`src/rtl/parallel_printer_spooler_top_macros.svh`:
```
// ----------------------------------------------------------------------------
// Parallel printer spooler assertion macros
// Shared property shapes for the spooler's concurrent checks.
// ----------------------------------------------------------------------------
`ifndef PARALLEL_PRINTER_SPOOLER_TOP_MACROS_SVH
`define PARALLEL_PRINTER_SPOOLER_TOP_MACROS_SVH

// same-cycle implication, reset masks the check
`define PPSP_ASSERT_SAME(label, ante, cons, msg) \
   label: assert property (@(posedge clock) disable iff (reset) (ante) |-> (cons)) \
      else $error(msg);

// next-cycle implication, reset masks the check
`define PPSP_ASSERT_NEXT(label, ante, cons, msg) \
   label: assert property (@(posedge clock) disable iff (reset) (ante) |=> (cons)) \
      else $error(msg);

`endif

```
`src/rtl/ppsp_pkg.sv`:
```
// ----------------------------------------------------------------------------
// Parallel printer spooler package
// Types and printer port constants shared by the spooler modules.
// ----------------------------------------------------------------------------
package ppsp_pkg;

   localparam logic [7:0] CMD_IRQ_OFF     = 8'h0C;
   localparam logic [7:0] CMD_STROBE_LOW  = 8'h1C;
   localparam int         STATUS_OK_BIT   = 3;
   localparam int         QUEUE_DEPTH     = 2;
   localparam int         QUEUE_PW        = 1;

   typedef enum logic [1:0] {
      OP_CHAR,
      OP_READY,
      OP_SKIP
   } opkind_type;

   typedef struct packed {
      opkind_type kind;
      logic [7:0] char_byte;
   } op_type;

   typedef struct packed {
      logic full;
      logic empty;
   } q_status_type;

   typedef struct packed {
      logic busy;
      logic empty;
   } bk_status_type;

   typedef struct packed {
      logic       data_valid;
      logic [7:0] data_byte;
      logic [7:0] command_byte;
      logic       print_done;
      logic       accepted;
      logic [7:0] buffered_count;
   } rsp_type;

   typedef enum logic {
      BK_IDLE,
      BK_FETCH
   } bk_state_type;

endpackage

```
`src/rtl/ppsp_front.sv`:
```
// ----------------------------------------------------------------------------
// Parallel printer spooler front end
// Accepts request beats and decodes them into spooler operations.
// ----------------------------------------------------------------------------
module ppsp_front
   import ppsp_pkg::*;
(
   input  logic         req_valid,
   output logic         req_stall,
   input  logic         req_mode,
   input  logic [7:0]   req_char_in,
   input  logic [7:0]   req_status_in,
   input  q_status_type q_status,
   output logic         q_push,
   output op_type       q_op
);

   assign req_stall = q_status.full;
   assign q_push    = req_valid && !q_status.full;

   always_comb begin
      q_op.char_byte = req_char_in;
      if (!req_mode) begin
         q_op.kind = OP_CHAR;
      end else if (req_status_in[STATUS_OK_BIT]) begin
         q_op.kind = OP_READY;
      end else begin
         q_op.kind = OP_SKIP;
      end
   end

endmodule

```
`src/rtl/ppsp_queue.sv`:
```
// ----------------------------------------------------------------------------
// Parallel printer spooler operation queue
// Two-entry queue that decouples the front end from the back end.
// ----------------------------------------------------------------------------
module ppsp_queue
   import ppsp_pkg::*;
(
   input  logic         clock,
   input  logic         reset,
   input  logic         push,
   input  op_type       push_op,
   input  logic         pop,
   output op_type       pop_op,
   output q_status_type status
);

   op_type                      entry_ff [QUEUE_DEPTH];
   logic [QUEUE_PW-1:0]         wr_ptr_ff, wr_ptr_in;
   logic [QUEUE_PW-1:0]         rd_ptr_ff, rd_ptr_in;
   logic [QUEUE_PW:0]           cnt_ff, cnt_in;

   assign status.full  = (cnt_ff == (QUEUE_PW+1)'(QUEUE_DEPTH));
   assign status.empty = (cnt_ff == '0);
   assign pop_op       = entry_ff[rd_ptr_ff];

   always_comb begin
      wr_ptr_in = push ? wr_ptr_ff + 1'b1 : wr_ptr_ff;
      rd_ptr_in = pop  ? rd_ptr_ff + 1'b1 : rd_ptr_ff;
      cnt_in    = cnt_ff;
      if (push && !pop) begin
         cnt_in = cnt_ff + 1'b1;
      end else if (pop && !push) begin
         cnt_in = cnt_ff - 1'b1;
      end
   end

   always_ff @(posedge clock) begin
      if (reset) begin
         wr_ptr_ff <= '0;
         rd_ptr_ff <= '0;
         cnt_ff    <= '0;
      end else begin
         wr_ptr_ff <= wr_ptr_in;
         rd_ptr_ff <= rd_ptr_in;
         cnt_ff    <= cnt_in;
      end
   end

   always_ff @(posedge clock) begin
      if (push) begin
         entry_ff[wr_ptr_ff] <= push_op;
      end
   end

endmodule

```
`src/rtl/ppsp_back.sv`:
```
// ----------------------------------------------------------------------------
// Parallel printer spooler back end
// Runs queued operations against the ring buffer and drives the response.
// ----------------------------------------------------------------------------
module ppsp_back
   import ppsp_pkg::*;
#(
   parameter int BUFFER_DEPTH = 128
)
(
   input  logic          clock,
   input  logic          reset,
   input  op_type        q_op,
   input  q_status_type  q_status,
   output logic          q_pop,
   input  logic          rsp_stall,
   output logic          rsp_valid,
   output rsp_type       rsp,
   output bk_status_type status
);

   localparam int PW = (BUFFER_DEPTH > 1) ? $clog2(BUFFER_DEPTH) : 1;
   localparam int CW = $clog2(BUFFER_DEPTH + 1);

   logic [7:0]     store_mem [BUFFER_DEPTH];
   logic [7:0]     rd_data_ff;
   bk_state_type   state_ff, state_in;
   logic [PW-1:0]  wp_ff, wp_in;
   logic [PW-1:0]  rp_ff, rp_in;
   logic [CW-1:0]  count_ff, count_in;
   logic           busy_ff, busy_in;
   logic           rsp_valid_ff;
   rsp_type        rsp_ff, rsp_in;
   logic           load;
   logic           wr_en;
   logic           rd_en;
   logic           out_free;

   function automatic logic [PW-1:0] advance(input logic [PW-1:0] ptr);
      if (ptr == PW'(BUFFER_DEPTH - 1)) begin
         return '0;
      end
      return ptr + 1'b1;
   endfunction

   assign out_free     = !rsp_valid_ff || !rsp_stall;
   assign rsp_valid    = rsp_valid_ff;
   assign rsp          = rsp_ff;
   assign status.busy  = busy_ff;
   assign status.empty = (count_ff == '0);

   always_comb begin
      logic [CW+7:0] cnt_ext;
      state_in = state_ff;
      wp_in    = wp_ff;
      rp_in    = rp_ff;
      count_in = count_ff;
      busy_in  = busy_ff;
      q_pop    = 1'b0;
      load     = 1'b0;
      wr_en    = 1'b0;
      rd_en    = 1'b0;
      rsp_in   = '0;
      case (state_ff)
         BK_IDLE: begin
            if (!q_status.empty && out_free) begin
               q_pop = 1'b1;
               case (q_op.kind)
                  OP_CHAR: begin
                     load = 1'b1;
                     if (!busy_ff) begin
                        rsp_in.data_valid   = 1'b1;
                        rsp_in.data_byte    = q_op.char_byte;
                        rsp_in.command_byte = CMD_STROBE_LOW;
                        rsp_in.accepted     = 1'b1;
                        busy_in             = 1'b1;
                     end else if (count_ff < CW'(BUFFER_DEPTH)) begin
                        wr_en           = 1'b1;
                        wp_in           = advance(wp_ff);
                        count_in        = count_ff + 1'b1;
                        rsp_in.accepted = 1'b1;
                     end
                  end
                  OP_READY: begin
                     if (count_ff == '0) begin
                        load                = 1'b1;
                        rsp_in.command_byte = CMD_IRQ_OFF;
                        rsp_in.print_done   = 1'b1;
                        busy_in             = 1'b0;
                     end else begin
                        rd_en    = 1'b1;
                        rp_in    = advance(rp_ff);
                        count_in = count_ff - 1'b1;
                        state_in = BK_FETCH;
                     end
                  end
                  default: begin
                     load = 1'b1;
                  end
               endcase
            end
         end
         BK_FETCH: begin
            load                = 1'b1;
            rsp_in.data_valid   = 1'b1;
            rsp_in.data_byte    = rd_data_ff;
            rsp_in.command_byte = CMD_STROBE_LOW;
            state_in            = BK_IDLE;
         end
         default: begin
            state_in = BK_IDLE;
         end
      endcase
      cnt_ext               = {8'b0, count_in};
      rsp_in.buffered_count = cnt_ext[7:0];
   end

   always_ff @(posedge clock) begin
      if (reset) begin
         state_ff     <= BK_IDLE;
         wp_ff        <= '0;
         rp_ff        <= '0;
         count_ff     <= '0;
         busy_ff      <= 1'b0;
         rsp_valid_ff <= 1'b0;
      end else begin
         state_ff <= state_in;
         wp_ff    <= wp_in;
         rp_ff    <= rp_in;
         count_ff <= count_in;
         busy_ff  <= busy_in;
         if (load) begin
            rsp_valid_ff <= 1'b1;
         end else if (!rsp_stall) begin
            rsp_valid_ff <= 1'b0;
         end
      end
   end

   always_ff @(posedge clock) begin
      if (load) begin
         rsp_ff <= rsp_in;
      end
   end

   always_ff @(posedge clock) begin
      if (wr_en) begin
         store_mem[wp_ff] <= q_op.char_byte;
      end
      if (rd_en) begin
         rd_data_ff <= store_mem[rp_ff];
      end
   end

endmodule

```
`src/rtl/parallel_printer_spooler_top.sv`:
```
// ----------------------------------------------------------------------------
// Parallel printer spooler top level
// Request beats carry characters or printer-ready events; each request gives
// exactly one response beat, in order. Requests enter a two-entry queue at
// one per cycle unless the queue is full. Most operations finish in the back
// end's idle state; a ready event that sends a buffered character also passes
// through the fetch state, as the ring buffer has a registered read port.
// The buffer holds BUFFER_DEPTH characters and needs no clearing after reset.
// ----------------------------------------------------------------------------
`include "parallel_printer_spooler_top_macros.svh"

module parallel_printer_spooler_top
   import ppsp_pkg::*;
#(
   parameter int BUFFER_DEPTH = 128
)
(
   input  logic       clock,
   input  logic       reset,
   input  logic       req_valid,
   output logic       req_stall,
   input  logic       req_mode,
   input  logic [7:0] req_char_in,
   input  logic [7:0] req_status_in,
   output logic       rsp_valid,
   input  logic       rsp_stall,
   output logic       rsp_data_valid,
   output logic [7:0] rsp_data_byte,
   output logic [7:0] rsp_command_byte,
   output logic       rsp_print_done,
   output logic       rsp_accepted,
   output logic [7:0] rsp_buffered_count
);

   q_status_type  q_status;
   bk_status_type bk_status;
   op_type        push_op;
   op_type        pop_op;
   logic          q_push;
   logic          q_pop;
   rsp_type       rsp;

   ppsp_front u_front (
      .req_valid     (req_valid),
      .req_stall     (req_stall),
      .req_mode      (req_mode),
      .req_char_in   (req_char_in),
      .req_status_in (req_status_in),
      .q_status      (q_status),
      .q_push        (q_push),
      .q_op          (push_op)
   );

   ppsp_queue u_queue (
      .clock   (clock),
      .reset   (reset),
      .push    (q_push),
      .push_op (push_op),
      .pop     (q_pop),
      .pop_op  (pop_op),
      .status  (q_status)
   );

   ppsp_back #(
      .BUFFER_DEPTH (BUFFER_DEPTH)
   ) u_back (
      .clock     (clock),
      .reset     (reset),
      .q_op      (pop_op),
      .q_status  (q_status),
      .q_pop     (q_pop),
      .rsp_stall (rsp_stall),
      .rsp_valid (rsp_valid),
      .rsp       (rsp),
      .status    (bk_status)
   );

   assign rsp_data_valid     = rsp.data_valid;
   assign rsp_data_byte      = rsp.data_byte;
   assign rsp_command_byte   = rsp.command_byte;
   assign rsp_print_done     = rsp.print_done;
   assign rsp_accepted       = rsp.accepted;
   assign rsp_buffered_count = rsp.buffered_count;

   `PPSP_ASSERT_SAME(a_idle_empty, !bk_status.busy, bk_status.empty, "idle with chars buffered")
   `PPSP_ASSERT_SAME(a_strobe_cmd, rsp_valid && rsp_data_valid,
      rsp_command_byte == CMD_STROBE_LOW && !rsp_print_done, "strobe beat malformed")
   `PPSP_ASSERT_SAME(a_done_cmd, rsp_valid && rsp_print_done,
      rsp_command_byte == CMD_IRQ_OFF && rsp_buffered_count == 8'd0, "done beat malformed")
   `PPSP_ASSERT_NEXT(a_done_idle, rsp_valid && !rsp_stall && rsp_print_done && q_status.empty,
      !bk_status.busy, "printing flag kept after done")

endmodule

```
`config.mk`:
```
export PLATFORM = sky130hd
export DESIGN_NAME = parallel_printer_spooler_top
export DESIGN_NICKNAME = d
export VERILOG_FILES = /design/src/rtl/ppsp_pkg.sv /design/src/rtl/ppsp_front.sv /design/src/rtl/ppsp_queue.sv /design/src/rtl/ppsp_back.sv /design/src/rtl/parallel_printer_spooler_top.sv
export VERILOG_INCLUDE_DIRS = /design/src /design/src/rtl
export SDC_FILE = /design/constraint.sdc
export NUM_CORES = 1
export LEC_CHECK = 0
export BUFFER_PORTS_ARGS = -buffer_cell sky130_fd_sc_hd__clkbuf_2
export CORE_MARGIN = 1
export CORE_UTILIZATION = 34
export CTS_CLUSTER_DIAMETER = 200
export DETAILED_ROUTE_END_ITERATION = 16
export PLACE_DENSITY_LB_ADDON = 0.12
export SKIP_LAST_GASP = 1
export SLEW_MARGIN = 15
export SYNTH_ARGS = -nofsm -noshare
export SYNTH_HDL_FRONTEND = slang
export SYNTH_SLANG_ARGS = --single-unit
```
`constraint.sdc`:
```
create_clock -name clock -period 3.67 [get_ports clock]
set_clock_uncertainty 0.1 [all_clocks]
set_input_delay 0.5505 -clock clock [delete_from_list [all_inputs] [get_ports clock]]
set_output_delay 0.5505 -clock clock [all_outputs]
set_load 0.1 [all_outputs]
```
==> results.txt, run 1 <==
Hold Path Class = in -> reg
number of H-tree levels = 3
top-count cell post-synth = edfxtp_1
latest clock arrival within the worst-skew pair = 0.72 ns
Final Util = 0.402
status = complete, no violations
clock buffer depth = 3
largest net degree at the start of global routing = 87
fin crit share = 0.861
Core Footprint = 127000 sq um
Seq. cell area = 32800 sq um
pwr dens = 585 nW/um^2
Post-synth ARST share = 0
first-pass GRT wire length = 174000 microns
Tmin final = 3.16 ns
ys flop type = edfxtp_1
register area share after synthesis = 0.752
distinct cell type count after synthesis = 79
Clock Sinks = 1102
Arr. time, crit path = 3.63 ns
Total Routing Usage GR = 0.185
initial DRC count = 2079
Peak VDD IR = 0.395 mV
final hold violations = 0
Setup-failing EPs final = 0
WL final = 120000 microns
synth top area cells = edfxtp_1 (74%), mux4_2 (9.8%), mux2i_1 (3.1%)
fillers = 11.4k
postcts setup bufs = 0
RSZ-0062 raised after global routing = false
clk slew on worst S/H paths = 0.06 ns
final slew viol count = 0
vias in the first global route = 23.5k
WL/cell = 27.5 microns
Fin Setup TNS = 0 ns
DR DRC count = 0
initial antenna violation count = 2
Die Span Y = 360 microns
placed inst area = 47400 sq um
nets@finish = 2611
Largest stage delay, worst path = 0.91 ns
footprint of the multi-input gates = 9980 sq um
R2R Setup Slk = 0.51 ns
top-area cell type share of the netlist area = 0.738
cts bufs inserted = 117
dominant cell type by area after synthesis = edfxtp_1
Finished Cell Area = 51200 sq um
Max-slew headroom = 0.210
CP endpoint kind = register
reported max-cap violation count = 0
CP Buf/Inv Count = 2
worst endpoint required time = 4.14 ns
post-route ant nets = 0
fraction of layout cells with a size suffix above 1 = 0.273
detailed placer's ending HPWL = 76800 microns
io pins = 50
Ys Warns = 0
crit-path cells = buf_12 -> buf_4 -> nor2b_1 -> a22o_1 -> a2111oi_0 -> nor4_1 -> a32oi_1
via count = 22.9k
mapped cell area = 43600 sq um
drt first pass iters = 5
Starting Density = 0.342
Worst path slowest cell = a2111oi_0
crit-path max FO = 21
Layout area overhead = 17.5%
port bufs = 37
die area = 130000 sq um
synthesized instance count = 2263
synthesized area per cell = 19.3 sq um
row count = 131
Startpoint Class = register
DR vias/cell = 5.27
Top Family by Delay on Critical Path = compound AO/OA/AOI/OAI gates
top cells by instance count after synthesis = edfxtp_1 (1072), mux4_2 (190), nor2_1 (173)
Yosys reg bits = 1102
Final GP Congestion = 0.825
P_leak = 16.0 nW
die width = 360 microns
CTS tree = built
kind of critical path = reg -> reg
Root Driver = clkbuf_16
Slew @ Worst Pin = 1.19 ns
fmax = 0.316 GHz
EDFF count, synth = 1072
global route overflow = 0
## through the flow
step                total power [W]  hold WS (ns)  cells  setup WS, ns
global placement             0.0188         0.400   4118         0.496
detailed placement           0.0189         0.407   4118         0.463
finish                       0.0300        0.0504   4346         0.508
CTS                          0.0304       0.00743   4345         0.458
global route                 0.0310        0.0529   4345         0.322
floorplan                    0.0175         0.372   2267         0.815
## worst reg2reg max path, delay by kind of cell, from the launching register on
| family | cells | cell delay [ns] |
|---|---|---|
| AO/OA/AOI/OAI | 3 | 1.35 |
| flip-flops | 1 | 0.65 |
| buffers and inverters | 2 | 0.59 |
| AND/OR/NAND/NOR | 2 | 0.31 |
## repair_timing
item | CTS | global route
resized for setup | 0 | 0
hold endpoints to repair | 18 | 0
hold buffers | 9 | 0
## power by group
group,leakage [nW],switching (W),internal (W)
clock,1.80,0.00487,0.00653
sequential,9.90,0.000102,0.0152
combinational,4.34,0.00278,0.000464
## worst paths after layout
path | from | endpoint | depth (start not counted)
min reg2reg | u_queue.rd_ptr_ff | u_queue.rd_ptr_ff | 2
max | u_back.rp_ff[0] | u_back.rd_data_ff[0] | 7
min | rsp_stall | u_back.rsp_valid | 3
max reg2reg | u_back.rp_ff[0] | u_back.rd_data_ff[0] | 7
## sequential cells by signal (all words and copies together) (netlist names), named ones only
signal and cells:
u_back.busy_ff 1, u_back.count_ff 8, u_back.rd_data_ff 8, u_back.rp_ff 7, u_back.rsp 20, u_back.rsp_valid 1, u_back.state_ff 1, u_back.store_mem 1024
u_back.wp_ff 7, u_queue.cnt_ff 2, u_queue.entry_ff 20, u_queue.rd_ptr_ff 1, u_queue.wr_ptr_ff 1
## per-layer routing
metal | global-route usage | vias to the layer above | part of all wire
met2 | 0.289 | 661 | 0.47
met4 | 0.0514 | 0 | 0.020
li1 | - | 9883 | -
met1 | 0.271 | 12200 | 0.46
met5 | 0 | - | 0
met3 | 0.0249 | 140 | 0.050
## cell type report
type	count	area share
flip-flops and latches	1102	0.640
multi-input cells	1020	0.195
clock buffers	150	0.0616
repair buffers	327	0.0510
well taps	1662	0.0406
clock inverters	68	0.0102
inverters	16	0.00117
diodes	1	0.0000489
## layout by cell type, fill, tap and decap left out, drive strengths merged, types with 6 or more instances in the layout
master	instances
o221ai	15
dfxtp	30
and3	7
bufinv	7
nor2b	26
a211o	7
mux2i	136
xor2	7
a21oi	46
nand2	88
a211oi	26
clkbuf	187
nor3	14
a22oi	22
mux4	195
a221oi	7
nand3	22
a2111oi	8
nor2	175
a22o	21
o22ai	26
edfxtp	1072
nand3b	6
inv	18
and2	7
nand2b	8
o211ai	8
nand4	7
clkinv	55
buf	281
ha	6
dlygate4sd3	9
nor4	6
mux2	35
o21ai	19
## kinds of logic after synthesis
logic type / share of synthesized area
AOI/OAI and AO/OA: 0.0407
xor gates and xnor gates: 0.00221
adders and majority gates: 0.00172
buffers and inverters: 0.0199
DFF: 0.752
muxes: 0.142
other: 0.0000860
and+or+nand+nor: 0.0415
Power figures use the tool's default switching activity.
==> run 2, diff against run 1 <==
--- a/config.mk
+++ b/config.mk
@@ -7,6 +7,8 @@
 export NUM_CORES = 1
 export LEC_CHECK = 0
 export BUFFER_PORTS_ARGS = -buffer_cell sky130_fd_sc_hd__clkbuf_2
+export CELL_PAD_IN_SITES_DETAIL_PLACEMENT = 1
+export CELL_PAD_IN_SITES_GLOBAL_PLACEMENT = 1
 export CORE_MARGIN = 1
 export CORE_UTILIZATION = 34
 export CTS_CLUSTER_DIAMETER = 200
==> results.txt, run 2 (synthesis results as in run 1) <==
status = complete, no violations
Core Footprint = 127000 sq um
max reg flops = 1024
RR Startpoint = u_back.rp_ff[0]
Starting Density = 0.342
Finished Layout Cells = 4350
Tmin final = 3.36 ns
Peak VDD IR = 0.391 mV
nets@finish = 2610
most common cell after layout, fill and taps aside = edfxtp_1
Fin Setup TNS = 0 ns
hold path startpoint = req_mode
clk slew on worst S/H paths = 0.06 ns
row count = 131
cts bufs inserted = 118
worst hold margin = 0.0823 ns
fraction of layout cells with a size suffix above 1 = 0.275
pwr dens = 593 nW/um^2
DR DRC count = 0
Clock Sinks = 1102
Hold Path Class = in -> reg
die area = 130000 sq um
final slew viol count = 0
initial DRC count = 1966
crit-path cells = buf_12 -> mux4_2 -> a2111oi_0 -> buf_4 -> a221o_1 -> a32oi_1
R2R Setup Slk = 0.31 ns
vias in the first global route = 24.3k
CP endpoint kind = register
fmax = 0.298 GHz
RSZ-0062 raised after global routing = false
Final WS setup = 0.311 ns
crit-path max FO = 19
first-pass GRT wire length = 181000 microns
worst setup path startpoint = u_back.rp_ff[0]
most frequent cells in the layout = edfxtp_1 (1072), buf_4 (261), mux4_2 (190), nor2_1 (173), mux2i_1 (136)
Root Driver = clkbuf_16
worst endpoint required time = 4.02 ns
drt first pass iters = 8
kind of critical path = reg -> reg
CP Buf/Inv Count = 2
Final GP Congestion = 0.812
Largest stage delay, worst path = 0.91 ns
largest net degree at the start of global routing = 72
port bufs = 37
WL/cell = 29.0 microns
initial antenna violation count = 2
Worst path slowest cell = a2111oi_0
fillers = 12.2k
number of H-tree levels = 3
WL final = 126000 microns
DR vias/cell = 5.31
Placed Cells = 4116
reported max-cap violation count = 0
clock buffer depth = 3
Arr. time, crit path = 3.71 ns
via count = 23.1k
Die Span Y = 360 microns
post-route ant nets = 0
P_leak = 16.1 nW
global route overflow = 0
Post-Place Worst Slack = 0.0886 ns
Top Family by Delay on Critical Path = compound AO/OA/AOI/OAI gates
Top reg by flops = u_back.store_mem
CTS tree = built
io pins = 50
fin crit share = 0.915
Total Routing Usage GR = 0.194
Slew @ Worst Pin = 1.17 ns
die width = 360 microns
Max-slew headroom = 0.199
Layout area overhead = 17.8%
Startpoint Class = register
detailed placer's ending HPWL = 82400 microns
latest clock arrival within the worst-skew pair = 0.72 ns
final hold violations = 0
Final Util = 0.403
Setup-failing EPs final = 0
==> run 2: changes by cell type in the layout (fill, tap and decap cells not counted), moves of 2 or more <==
cell / previous run / this run
bufinv_16: 7 / 11
clkbuf_1: 27 / 20
clkinv_2: 25 / 29
clkbuf_8: 2 / 0
buf_4: 263 / 261
clkinv_1: 28 / 34
==> run 2: cell type report <==
| cell class | count | area (sq um) | area share |
|---|---|---|---|
| Sequential cell | 1102 | 32800 | 0.639 |
| Multi-Input combinational cell | 1020 | 9990 | 0.195 |
| Clock buffer | 142 | 3130 | 0.0609 |
| Timing Repair Buffer | 325 | 2590 | 0.0505 |
| Tap cell | 1662 | 2080 | 0.0405 |
| Clock inverter | 82 | 681 | 0.0133 |
| Inverter | 16 | 60.1 | 0.00117 |
| Antenna cell | 1 | 2.50 | 0.0000487 |
==> run 2: power by group <==
part           total [W]  internal [W]  leakage (nW)  switching, W
clock             0.0117       0.00681          1.87       0.00492
sequential        0.0153        0.0152          9.90     0.0000860
combinational    0.00341      0.000519          4.34       0.00289
==> run 2: through the flow <==
stage               total power, W  area [sq um]
global placement            0.0189         47400
finish                      0.0304         51300
CTS                         0.0308         51300
global route                0.0313         51300
detailed placement          0.0190         47400
floorplan                   0.0175         43600
==> run 2: what timing repair did <==
action,in CTS,in global routing
resized for setup,0,1
hold buffers,9,0
endpoints found under the hold margin,18,0
setup buffers,0,0
setup endpoints to repair,0,186
==> run 2: worst paths after layout <==
kind	endpoint	cells after the start
min	u_queue.entry_ff[1][8]	2
max reg2reg	u_back.rd_data_ff[7]	6
max	u_back.rd_data_ff[7]	6
min reg2reg	u_queue.rd_ptr_ff	2
==> run 2: per-layer routing <==
layer  GRT usage  vias to the layer above  routed length, microns
li1            -                     9877                       -
met1       0.281                    12500                   58700
met2       0.305                      582                   58400
met3      0.0256                      153                    5880
met4      0.0587                        0                    3140
met5           0                        -                       0
